--- config.mk ---
export PLATFORM = sky130hd
export DESIGN_NAME = dirty_cell_run_rectangle_emitter
export DESIGN_NICKNAME = d
export VERILOG_FILES = /design/src/hdl/drre_pkg.sv /design/src/hdl/drre_ram.sv /design/src/hdl/drre_run.sv /design/src/hdl/drre_outq.sv /design/src/hdl/dirty_cell_run_rectangle_emitter.sv
export SDC_FILE = /design/constraint.sdc
export NUM_CORES = 2
export LEC_CHECK = 0
export ABC_AREA = 1
export BUFFER_PORTS_ARGS = -buffer_cell sky130_fd_sc_hd__buf_4
export CORE_MARGIN = 5
export CORE_UTILIZATION = 50
export DETAILED_ROUTE_END_ITERATION = 8
export PLACE_DENSITY = 0.65
export SETUP_SLACK_MARGIN = 0.5
export SLEW_MARGIN = 10
export SYNTH_ARGS = -nofsm -noshare
export SYNTH_HDL_FRONTEND = slang
export SYNTH_SLANG_ARGS = --single-unit
--- constraint.sdc ---
create_clock -name clk_i -period 23.8 [get_ports clk_i]
set_input_delay 2.38 -clock clk_i [delete_from_list [all_inputs] [get_ports clk_i]]
set_output_delay 2.38 -clock clk_i [all_outputs]
set_load 0.01 [all_outputs]
--- src/hdl/drre_pkg.sv ---
// Shared types, constants and helpers of the dirty-cell run rectangle emitter.
package drre_pkg;

  // Default geometry
  localparam int GRID_WIDTH_DEF  = 32;
  localparam int GRID_HEIGHT_DEF = 24;
  localparam int STORE_BYTES_DEF = 384;

  // Grid coordinates are carried at their widest legal size
  localparam int COL_MAX_W = 5;
  localparam int ROW_MAX_W = 5;

  // Result queue depth and the width of its occupancy count
  localparam int OUTQ_DEPTH = 4;
  localparam int OUTQ_CNT_W = $clog2(OUTQ_DEPTH + 1);

  // Configuration register width and index codes
  localparam int CFG_DATA_W = 16;
  localparam int CFG_IDX_W  = 3;

  typedef enum logic [CFG_IDX_W-1:0] {
    REG_BACKGROUND_COLOUR = 3'd0,
    REG_FULL_REPAINT      = 3'd1,
    REG_CELL_SIZE         = 3'd2,
    REG_INK_CODE          = 3'd3,
    REG_LIT_CODE          = 3'd4,
    REG_INK_COLOUR        = 3'd5,
    REG_LIT_COLOUR        = 3'd6
  } reg_idx_e;

  // Input opcodes
  localparam logic OP_LOAD = 1'b0;
  localparam logic OP_SCAN = 1'b1;

  typedef struct packed {
    logic       opcode;
    logic [8:0] byte_address;
    logic [7:0] byte_value;
    logic       frame_select;
  } in_word_t;

  typedef struct packed {
    logic [8:0]  rect_x;
    logic [8:0]  rect_y;
    logic [9:0]  rect_width;
    logic [4:0]  rect_height;
    logic [15:0] fill_colour;
    logic        last_of_item;
  } out_word_t;

  typedef struct packed {
    logic [15:0] background_colour;
    logic        full_repaint;
    logic [4:0]  cell_size;
    logic [1:0]  ink_code;
    logic [1:0]  lit_code;
    logic [15:0] ink_colour;
    logic [15:0] lit_colour;
  } cfg_t;

  // One scan in flight between the memory read and the run logic
  typedef struct packed {
    logic                 valid;
    logic [COL_MAX_W-1:0] col;
    logic [ROW_MAX_W-1:0] row;
    logic [1:0]           lane;
    logic                 a_ok;
    logic                 b_ok;
    logic                 last_col;
  } scan_job_t;

  // Rectangles handed from the run logic to the result queue
  typedef struct packed {
    logic      push_one;
    logic      push_two;
    out_word_t word0;
    out_word_t word1;
  } rect_push_t;

  // Pick one 2-bit cell, first cell in the top bits
  function automatic logic [1:0] cell_code(input logic [7:0] byte_val, input logic [1:0] lane);
    logic [1:0] code;
    case (lane)
      2'd0:    code = byte_val[7:6];
      2'd1:    code = byte_val[5:4];
      2'd2:    code = byte_val[3:2];
      default: code = byte_val[1:0];
    endcase
    return code;
  endfunction

  // Clamp the cell edge to 1..16
  function automatic logic [4:0] cell_edge(input logic [4:0] cs);
    logic [4:0] e;
    if (cs == 5'd0) begin
      e = 5'd1;
    end else if (cs > 5'd16) begin
      e = 5'd16;
    end else begin
      e = cs;
    end
    return e;
  endfunction

endpackage

--- src/hdl/drre_ram.sv ---
// Generic RAM: one write port, two read ports with registered read data.
module drre_ram #(
  parameter int WIDTH = 8,
  parameter int DEPTH = 384,
  localparam int AW = (DEPTH > 1) ? $clog2(DEPTH) : 1
) (
  input  logic             clk_i,
  input  logic             we_i,
  input  logic [AW-1:0]    waddr_i,
  input  logic [WIDTH-1:0] wdata_i,
  input  logic [AW-1:0]    raddr_a_i,
  input  logic [AW-1:0]    raddr_b_i,
  output logic [WIDTH-1:0] rdata_a_o,
  output logic [WIDTH-1:0] rdata_b_o
);

  logic [WIDTH-1:0] mem_q [DEPTH];
  logic [WIDTH-1:0] rdata_a_q;
  logic [WIDTH-1:0] rdata_b_q;

  // Write, then register both reads
  always_ff @(posedge clk_i) begin
    if (we_i) begin
      mem_q[waddr_i] <= wdata_i;
    end
    rdata_a_q <= mem_q[raddr_a_i];
    rdata_b_q <= mem_q[raddr_b_i];
  end

  assign rdata_a_o = rdata_a_q;
  assign rdata_b_o = rdata_b_q;

endmodule

--- src/hdl/drre_run.sv ---
// Run tracker: classifies the scanned cell, merges runs and builds rectangles.
module drre_run #(
  parameter int GRID_WIDTH = drre_pkg::GRID_WIDTH_DEF
) (
  input  logic                   clk_i,
  input  logic                   rst_ni,
  input  drre_pkg::scan_job_t    job_i,
  input  logic [7:0]             rdata_a_i,
  input  logic [7:0]             rdata_b_i,
  input  drre_pkg::cfg_t         cfg_i,
  output drre_pkg::rect_push_t   push_o
);

  localparam int CW = drre_pkg::COL_MAX_W;
  localparam int RW = drre_pkg::ROW_MAX_W;
  localparam logic [CW:0] END_COL = (CW + 1)'(GRID_WIDTH);

  logic          run_open_q, run_open_d;
  logic [CW-1:0] run_first_q, run_first_d;
  logic [15:0]   run_colour_q, run_colour_d;

  logic [4:0]    e;
  logic [1:0]    code, other;
  logic          want, close1, keep, open_mid, close2;
  logic [15:0]   colour, colour_mid;
  logic [CW-1:0] first_mid;
  drre_pkg::out_word_t rect_a, rect_b;

  // Scale one run into a pixel rectangle
  function automatic drre_pkg::out_word_t make_rect(
    input logic [CW-1:0] first,
    input logic [CW:0]   endc,
    input logic [RW-1:0] row,
    input logic [4:0]    edge_len,
    input logic [15:0]   fill
  );
    drre_pkg::out_word_t r;
    logic [CW:0]    len;
    logic [CW+5:0]  px, py, pw;
    len = endc - {1'b0, first};
    px  = (CW + 6)'(first) * (CW + 6)'(edge_len);
    py  = (CW + 6)'(row) * (CW + 6)'(edge_len);
    pw  = (CW + 6)'(len) * (CW + 6)'(edge_len);
    r.rect_x       = px[8:0];
    r.rect_y       = py[8:0];
    r.rect_width   = pw[9:0];
    r.rect_height  = edge_len;
    r.fill_colour  = fill;
    r.last_of_item = 1'b1;
    return r;
  endfunction

  // Classify the cell and decide which runs close
  always_comb begin
    e      = drre_pkg::cell_edge(cfg_i.cell_size);
    code   = job_i.a_ok ? drre_pkg::cell_code(rdata_a_i, job_i.lane) : 2'd0;
    other  = job_i.b_ok ? drre_pkg::cell_code(rdata_b_i, job_i.lane) : 2'd0;
    want   = cfg_i.full_repaint || (code != other);
    if (code == cfg_i.ink_code) begin
      colour = cfg_i.ink_colour;
    end else if (code == cfg_i.lit_code) begin
      colour = cfg_i.lit_colour;
    end else begin
      colour = cfg_i.background_colour;
    end

    close1     = run_open_q && (!want || (colour != run_colour_q));
    keep       = run_open_q && !close1;
    open_mid   = keep || want;
    first_mid  = keep ? run_first_q : job_i.col;
    colour_mid = keep ? run_colour_q : colour;
    close2     = job_i.last_col && open_mid;

    rect_a = make_rect(run_first_q, {1'b0, job_i.col}, job_i.row, e, run_colour_q);
    rect_b = make_rect(first_mid, END_COL, job_i.row, e, colour_mid);

    // Order: interrupted run first, then the run closed by the row end
    push_o.push_two = job_i.valid && close1 && close2;
    push_o.push_one = job_i.valid && (close1 ^ close2);
    push_o.word0    = close1 ? rect_a : rect_b;
    push_o.word0.last_of_item = !(close1 && close2);
    push_o.word1    = rect_b;

    run_open_d   = run_open_q;
    run_first_d  = run_first_q;
    run_colour_d = run_colour_q;
    if (job_i.valid) begin
      run_open_d   = open_mid && !job_i.last_col;
      run_first_d  = first_mid;
      run_colour_d = colour_mid;
    end
  end

  // Hold the open run
  always_ff @(posedge clk_i or negedge rst_ni) begin
    if (!rst_ni) begin
      run_open_q   <= 1'b0;
      run_first_q  <= '0;
      run_colour_q <= '0;
    end else begin
      run_open_q   <= run_open_d;
      run_first_q  <= run_first_d;
      run_colour_q <= run_colour_d;
    end
  end

endmodule

--- src/hdl/drre_outq.sv ---
// Result queue: takes up to two rectangles a cycle, releases one word a cycle while out_ready_i is high.
module drre_outq (
  input  logic                                clk_i,
  input  logic                                rst_ni,
  input  drre_pkg::rect_push_t                push_i,
  output logic                                out_valid_o,
  input  logic                                out_ready_i,
  output drre_pkg::out_word_t                 out_word_o,
  output logic [drre_pkg::OUTQ_CNT_W-1:0]     count_o
);

  localparam int PW = $clog2(drre_pkg::OUTQ_DEPTH);
  localparam int NW = drre_pkg::OUTQ_CNT_W;

  drre_pkg::out_word_t entry_q [drre_pkg::OUTQ_DEPTH];
  logic [PW-1:0] head_q, head_d, tail_q, tail_d;
  logic [NW-1:0] count_q, count_d;
  logic          pop;
  logic [PW-1:0] tail_next;

  assign pop         = out_valid_o && out_ready_i;
  assign out_valid_o = (count_q != '0);
  assign out_word_o  = entry_q[head_q];
  assign count_o     = count_q;
  assign tail_next   = tail_q + PW'(1);

  // Advance pointers and count
  always_comb begin
    head_d  = pop ? head_q + PW'(1) : head_q;
    tail_d  = tail_q;
    count_d = count_q - NW'(pop);
    if (push_i.push_two) begin
      tail_d  = tail_q + PW'(2);
      count_d = count_d + NW'(2);
    end else if (push_i.push_one) begin
      tail_d  = tail_next;
      count_d = count_d + NW'(1);
    end
  end

  // Store pushed words
  always_ff @(posedge clk_i) begin
    if (push_i.push_one || push_i.push_two) begin
      entry_q[tail_q] <= push_i.word0;
    end
    if (push_i.push_two) begin
      entry_q[tail_next] <= push_i.word1;
    end
  end

  always_ff @(posedge clk_i or negedge rst_ni) begin
    if (!rst_ni) begin
      head_q  <= '0;
      tail_q  <= '0;
      count_q <= '0;
    end else begin
      head_q  <= head_d;
      tail_q  <= tail_d;
      count_q <= count_d;
    end
  end

endmodule

--- src/hdl/dirty_cell_run_rectangle_emitter.sv ---
// Top level of the dirty-cell run rectangle emitter.
//
//   channel  | direction | handshake             | word
//   in       | input     | in_valid_i/in_ready_o | in_word_i  (load or scan)
//   out      | output    | out_valid_o/out_ready_i | out_word_o (one rectangle)
//   cfg      | input     | cfg_we_i, no wait     | cfg_idx_i, cfg_wdata_i
//
// A scan reads both frames from the bitmap RAM at its accept edge, and its
// rectangles are pushed into the result queue in the cycle after. A scan
// yields up to two rectangles and the queue drains one per cycle while
// out_ready_i is high, so in_ready_o drops while the queue and the scan
// in flight could overfill it. After reset a clearing pass zeroes every
// bitmap byte with in_ready_o low; configuration writes are taken throughout.
module dirty_cell_run_rectangle_emitter #(
  parameter int GRID_WIDTH  = drre_pkg::GRID_WIDTH_DEF,
  parameter int GRID_HEIGHT = drre_pkg::GRID_HEIGHT_DEF,
  parameter int STORE_BYTES = drre_pkg::STORE_BYTES_DEF
) (
  input  logic                              clk_i,
  input  logic                              rst_ni,
  input  logic                              in_valid_i,
  output logic                              in_ready_o,
  input  drre_pkg::in_word_t                in_word_i,
  output logic                              out_valid_o,
  input  logic                              out_ready_i,
  output drre_pkg::out_word_t               out_word_o,
  input  logic                              cfg_we_i,
  input  logic [drre_pkg::CFG_IDX_W-1:0]    cfg_idx_i,
  input  logic [drre_pkg::CFG_DATA_W-1:0]   cfg_wdata_i
);

  localparam int AW    = (STORE_BYTES > 1) ? $clog2(STORE_BYTES) : 1;
  localparam int COL_W = $clog2(GRID_WIDTH);
  localparam int ROW_W = (GRID_HEIGHT > 1) ? $clog2(GRID_HEIGHT) : 1;
  localparam int SUM_W = $clog2(GRID_WIDTH * GRID_HEIGHT) + AW + 2;
  localparam int NW    = drre_pkg::OUTQ_CNT_W;
  localparam logic [SUM_W-1:0] HALF = SUM_W'(STORE_BYTES / 2);
  localparam logic [SUM_W-1:0] STORE_END = SUM_W'(STORE_BYTES);

  drre_pkg::cfg_t       cfg_q, cfg_d;
  drre_pkg::scan_job_t  job_q, job_d;
  drre_pkg::rect_push_t push;

  logic             clr_q, clr_d;
  logic [AW-1:0]    clr_addr_q, clr_addr_d;
  logic [COL_W-1:0] col_q, col_d;
  logic [ROW_W-1:0] row_q, row_d;

  logic             accept, scan_acc, load_ok;
  logic             ram_we;
  logic [AW-1:0]    ram_waddr;
  logic [7:0]       ram_wdata, rdata_a, rdata_b;
  logic [SUM_W-1:0] cell_idx, byte_idx, addr_a, addr_b;
  logic [NW-1:0]    q_count;
  logic [NW:0]      q_need;
  logic             last_col;

  // Accept while the queue can take two more rectangles beyond the scan in flight
  assign q_need     = {1'b0, q_count} + (job_q.valid ? (NW + 1)'(2) : (NW + 1)'(0));
  assign in_ready_o = !clr_q && (q_need <= (NW + 1)'(drre_pkg::OUTQ_DEPTH - 2));
  assign accept     = in_valid_i && in_ready_o;
  assign scan_acc   = accept && (in_word_i.opcode == drre_pkg::OP_SCAN);
  assign load_ok    = accept && (in_word_i.opcode == drre_pkg::OP_LOAD)
                      && ({1'b0, in_word_i.byte_address} < 10'(STORE_BYTES));

  // Form both frame addresses of the cursor cell
  assign cell_idx = SUM_W'(row_q) * SUM_W'(GRID_WIDTH) + SUM_W'(col_q);
  assign byte_idx = cell_idx >> 2;
  assign addr_a   = (in_word_i.frame_select ? HALF : '0) + byte_idx;
  assign addr_b   = (in_word_i.frame_select ? '0 : HALF) + byte_idx;
  assign last_col = (col_q == COL_W'(GRID_WIDTH - 1));

  // Share the write port between the clearing pass and loads
  assign ram_we    = clr_q || load_ok;
  assign ram_waddr = clr_q ? clr_addr_q : in_word_i.byte_address[AW-1:0];
  assign ram_wdata = clr_q ? 8'd0 : in_word_i.byte_value;

  // Sweep the bitmap after reset
  always_comb begin
    clr_d      = clr_q;
    clr_addr_d = clr_addr_q;
    if (clr_q) begin
      clr_addr_d = clr_addr_q + AW'(1);
      if (clr_addr_q == AW'(STORE_BYTES - 1)) begin
        clr_d = 1'b0;
      end
    end
  end

  // Advance the cursor and launch the scan into the run stage
  always_comb begin
    col_d = col_q;
    row_d = row_q;
    if (scan_acc) begin
      if (last_col) begin
        col_d = '0;
        row_d = (row_q == ROW_W'(GRID_HEIGHT - 1)) ? '0 : row_q + ROW_W'(1);
      end else begin
        col_d = col_q + COL_W'(1);
      end
    end
    job_d.valid    = scan_acc;
    job_d.col      = drre_pkg::COL_MAX_W'(col_q);
    job_d.row      = drre_pkg::ROW_MAX_W'(row_q);
    job_d.lane     = cell_idx[1:0];
    job_d.a_ok     = addr_a < STORE_END;
    job_d.b_ok     = addr_b < STORE_END;
    job_d.last_col = last_col;
  end

  // Decode configuration writes
  always_comb begin
    cfg_d = cfg_q;
    if (cfg_we_i) begin
      unique case (cfg_idx_i)
        drre_pkg::REG_BACKGROUND_COLOUR: cfg_d.background_colour = cfg_wdata_i;
        drre_pkg::REG_FULL_REPAINT:      cfg_d.full_repaint      = cfg_wdata_i[0];
        drre_pkg::REG_CELL_SIZE:         cfg_d.cell_size         = cfg_wdata_i[4:0];
        drre_pkg::REG_INK_CODE:          cfg_d.ink_code          = cfg_wdata_i[1:0];
        drre_pkg::REG_LIT_CODE:          cfg_d.lit_code          = cfg_wdata_i[1:0];
        drre_pkg::REG_INK_COLOUR:        cfg_d.ink_colour        = cfg_wdata_i;
        drre_pkg::REG_LIT_COLOUR:        cfg_d.lit_colour        = cfg_wdata_i;
        default:                         cfg_d = cfg_q;
      endcase
    end
  end

  always_ff @(posedge clk_i or negedge rst_ni) begin
    if (!rst_ni) begin
      cfg_q.background_colour <= 16'h0000;
      cfg_q.full_repaint      <= 1'b1;
      cfg_q.cell_size         <= 5'd8;
      cfg_q.ink_code          <= 2'd1;
      cfg_q.lit_code          <= 2'd2;
      cfg_q.ink_colour        <= 16'h0000;
      cfg_q.lit_colour        <= 16'hFFFF;
      clr_q                   <= 1'b1;
      clr_addr_q              <= '0;
      col_q                   <= '0;
      row_q                   <= '0;
      job_q                   <= '0;
    end else begin
      cfg_q      <= cfg_d;
      clr_q      <= clr_d;
      clr_addr_q <= clr_addr_d;
      col_q      <= col_d;
      row_q      <= row_d;
      job_q      <= job_d;
    end
  end

  drre_ram #(
    .WIDTH (8),
    .DEPTH (STORE_BYTES)
  ) u_bitmap (
    .clk_i     (clk_i),
    .we_i      (ram_we),
    .waddr_i   (ram_waddr),
    .wdata_i   (ram_wdata),
    .raddr_a_i (addr_a[AW-1:0]),
    .raddr_b_i (addr_b[AW-1:0]),
    .rdata_a_o (rdata_a),
    .rdata_b_o (rdata_b)
  );

  drre_run #(
    .GRID_WIDTH (GRID_WIDTH)
  ) u_run (
    .clk_i     (clk_i),
    .rst_ni    (rst_ni),
    .job_i     (job_q),
    .rdata_a_i (rdata_a),
    .rdata_b_i (rdata_b),
    .cfg_i     (cfg_q),
    .push_o    (push)
  );

  drre_outq u_outq (
    .clk_i       (clk_i),
    .rst_ni      (rst_ni),
    .push_i      (push),
    .out_valid_o (out_valid_o),
    .out_ready_i (out_ready_i),
    .out_word_o  (out_word_o),
    .count_o     (q_count)
  );

endmodule

==> impl_results.md <==
* Max stage delay on crit path at 0.69 ns
* DRT Pass-1 Iters at 8
* Max Slew Vio Count at 0
* Core region area at 282,000 sq um
* Slew HR at 6.35%
* Vias in the first global route at 89,800
* Layout fillers at 22,900
* Yosys reg bits at 3,409
* Clk buf depth at 4
* HP Class: flip-flop to flip-flop
* Post-CTS Hold Fix Bufs at 0
* Nets at 11,600
* Die W at 542 um
* Antenna violations before repair at 17
* Die H at 542 um
* Area leader, netlist: edfxtp_1
* Synth-to-Final Area Change at 10.5%
* Initial core utilization at 50.2%
* DR vias at 96,000
* WL per Instance at 26.1 um
* Setup TNS at 0 ns
* Critical path type: flip-flop to flip-flop
* Post-Route WL at 404,000 um
* Slowest CP cell: dfrtp_1
* Crit path max fanout at 22
* Period utilization at 33.6%
* Flop-to-flop setup slack at 15.79 ns
* Startpoint Class: flip-flop
* Worst VDD drop at 0.0777 mV
* Multi-input logic area at 35,700 sq um
* Minimum clock period at 8.01 ns
* Post-CTS sizing at 0
* Final Wtd Congestion at 0.872
* Root buffer cell: clkbuf_16
* Clk pin slew, worst setup/hold paths at 0.06 ns
* Worst reg2reg path startpoint: job_q[11]
* Setup Viol. Count Final at 0
* Syn Std Cell Area at 142,000 sq um
* Grt ovf at 0
* Unrepaired setup endpoints after global routing: false
* Residual DRC count at 0
* FFs w/ async S/R, synth at 3.55%
* Pin count of the biggest net entering global routing at 228
* First-pass GRT wire length at 593,000 um
* Clock sinks at 3,409
* Unique cell type count in the Yosys netlist at 58
* Share of the synthesized area in the top cell type at 69.3%
* Clk Latency, worst-skew pair at 0.91 ns
* Syn nets at 11,800
* Fin util at 55.5%
* Cells after synthesis at 11,600
* Sequential area share after synthesis at 71.7%
* GRT Overall Usage at 26.6%
* Final Hold Vio Count at 0
* Port Buffers at 94
* Share of cells above drive strength 1 at 7.74%
* EDFF count, synth at 3,268
* Kind of end point of the critical path: flip-flop
* Commonest register cell after synthesis: edfxtp_1
* P_leak at 51.0 nW
* Worst Path Arrival at 8.63 ns
* Post-route ant nets at 0
* Number of H-tree levels at 5
* IO Count at 95
* Largest cells by area after synthesis: edfxtp_1, o21ai_0, nor2_1, o22ai_1, clkbuf_1
* Worst path most repeated cell: nand2_1
* Hold_sp: col_q[1]
* Register area at 102,000 sq um
* Clock skew at 0.0493 ns
* Fmax at 125 MHz
* Pwr dens at 119 nW/um^2
* CTS buffer count at 347
* Critical path required time at 24.43 ns
* Ys Warns at 0
* DP Wirelength at 225,000 um
* Die footprint at 294,000 sq um
* Slew @ Worst Pin at 1.40 ns
* Num rows at 195
* Post-CTS setup buffer count at 0
* Worst setup startpoint: job_q[11]
* CTS tree: done
* Synthesized area per cell at 12.2 sq um
* Max Cap Viol at 0
* Result of the run: finished clean
* Via/cell ratio at 6.22
* Drt initial violations at 13,500
through the flow:
| stage | power, mW | hold slack (ns) | instances | area, sq um | setup WS [ns] |
|---|---|---|---|---|---|
| 2_1_floorplan | 10.9 | 0.352 | 11600 | 142000 | 10.47 |
| 4_1_cts | 18.5 | 0.448 | 15400 | 156000 | 15.84 |
| 5_1_grt | 19.4 | 0.459 | 15400 | 156000 | 15.16 |
| 3_3_place_gp | 13.1 | 0.426 | 14800 | 145000 | 15.89 |
| 3_5_place_dp | 13.2 | 0.434 | 14800 | 145000 | 15.86 |
| 6_report | 18.6 | 0.446 | 15500 | 156000 | 15.79 |
per-layer routing:
metal  GRT usage, %  share of wire (%)  vias up
met5              0              0.016        -
met4           8.85                3.3       12
met3           5.30                 11      724
met2           41.0                 46     5306
met1           38.2                 40    47700
li1               -                  -    42200
flip-flops by register name (all words and copies together) (netlist names):
register            cells
cfg_q                  58
clr_addr_q              9
clr_q                   1
col_q                   5
job_q                  14
row_q                   5
u_bitmap.mem_q       3072
u_bitmap.rdata_a_o      8
u_bitmap.rdata_b_o      8
u_outq.count_o          3
u_outq.entry_q        200
u_outq.head_q           2
u_outq.tail_q           2
u_run.run_colour_q     16
u_run.run_first_q       5
u_run.run_open_q        1
critical path: cells and delay by family, from the launching register on:
family                   cells  cell delay, ns
AO/OA/AOI/OAI                5            1.27
XOR/XNOR                     2            0.37
adder cells (fa/ha/maj)      5            2.06
buffers and inverters        5            0.38
flip-flops                   1            0.69
AND/OR/NAND/NOR             23            2.96
final cells by class:
class | count | share of cell area [%]
flip-flops and latches | 3409 | 65.0
multi-input cells | 7080 | 22.8
clock buffers | 435 | 5.84
well taps | 3743 | 2.99
repair buffers | 271 | 1.40
clock inverters | 186 | 1.18
inverters | 310 | 0.763
diodes | 16 | 0.0256
cells in the final DEF (no fill, tap or decap), drive strengths merged, types with 18 or more instances in the layout:
cell / count
inv: 317
dfstp: 21
nand2: 537
o32ai: 42
o211ai: 19
dfxtp: 20
buf: 271
nor3: 25
nand3: 133
bufinv: 32
a31oi: 30
o221ai: 57
clkbuf: 435
o21ai: 2181
xor2: 42
o22ai: 1054
ha: 110
nor2: 2666
edfxtp: 3268
fa: 49
dfrtp: 100
a21oi: 55
clkinv: 139
or2: 18
cells by family after synthesis:
| group | Yosys count | synth area share [%] |
|---|---|---|
| DFF | 3409 | 71.7 |
| buffers and inverters | 1150 | 3.19 |
| xor gates and xnor gates | 56 | 0.352 |
| adders and majority gates | 159 | 1.66 |
| AOI/OAI and AO/OA | 3462 | 13.5 |
| and+or+nand+nor | 3403 | 9.50 |
power by group:
| part | total [mW] | switching, mW | internal [mW] |
|---|---|---|---|
| Sequential | 6.81 | 0.141 | 6.67 |
| Clock | 5.34 | 2.27 | 3.07 |
| Combinational | 6.43 | 4.68 | 1.75 |
| Total | 18.6 | 7.08 | 11.5 |
final timing paths:
kind / endpoint / cells past startpoint
worst max-delay path: u_outq.entry_q[1][31] / 40
worst min-delay path: job_q[11] / 0
worst max register to register: u_outq.entry_q[1][31] / 40
worst min register to register: job_q[11] / 0
max in group asynchronous: col_q[4] / 2
min in group asynchronous: u_outq.head_q[1] / 1
synthesized netlist by cell type, types with 6 or more instances:
cell type / count
inv_2: 20
o22a_1: 7
nand3b_1: 9
nand4_1: 10
inv_1: 284
a31oi_1: 30
dfxtp_1: 20
o211ai_1: 19
nand2_1: 506
nor2_4: 6
or2_2: 12
nor2_1: 2641
nand2_4: 14
clkbuf_1: 762
ha_1: 110
buf_6: 20
o221ai_1: 57
o22ai_1: 1054
fa_1: 49
edfxtp_1: 3268
a21oi_1: 55
nor2_2: 14
buf_1: 27
dfrtp_1: 100
nand2_2: 16
xnor2_1: 13
nor3_1: 25
o21ai_0: 2176
dfstp_2: 21
o32ai_1: 42
buf_2: 26
nand3_1: 130
xor2_1: 42
(Power assumes the default switching activity.)
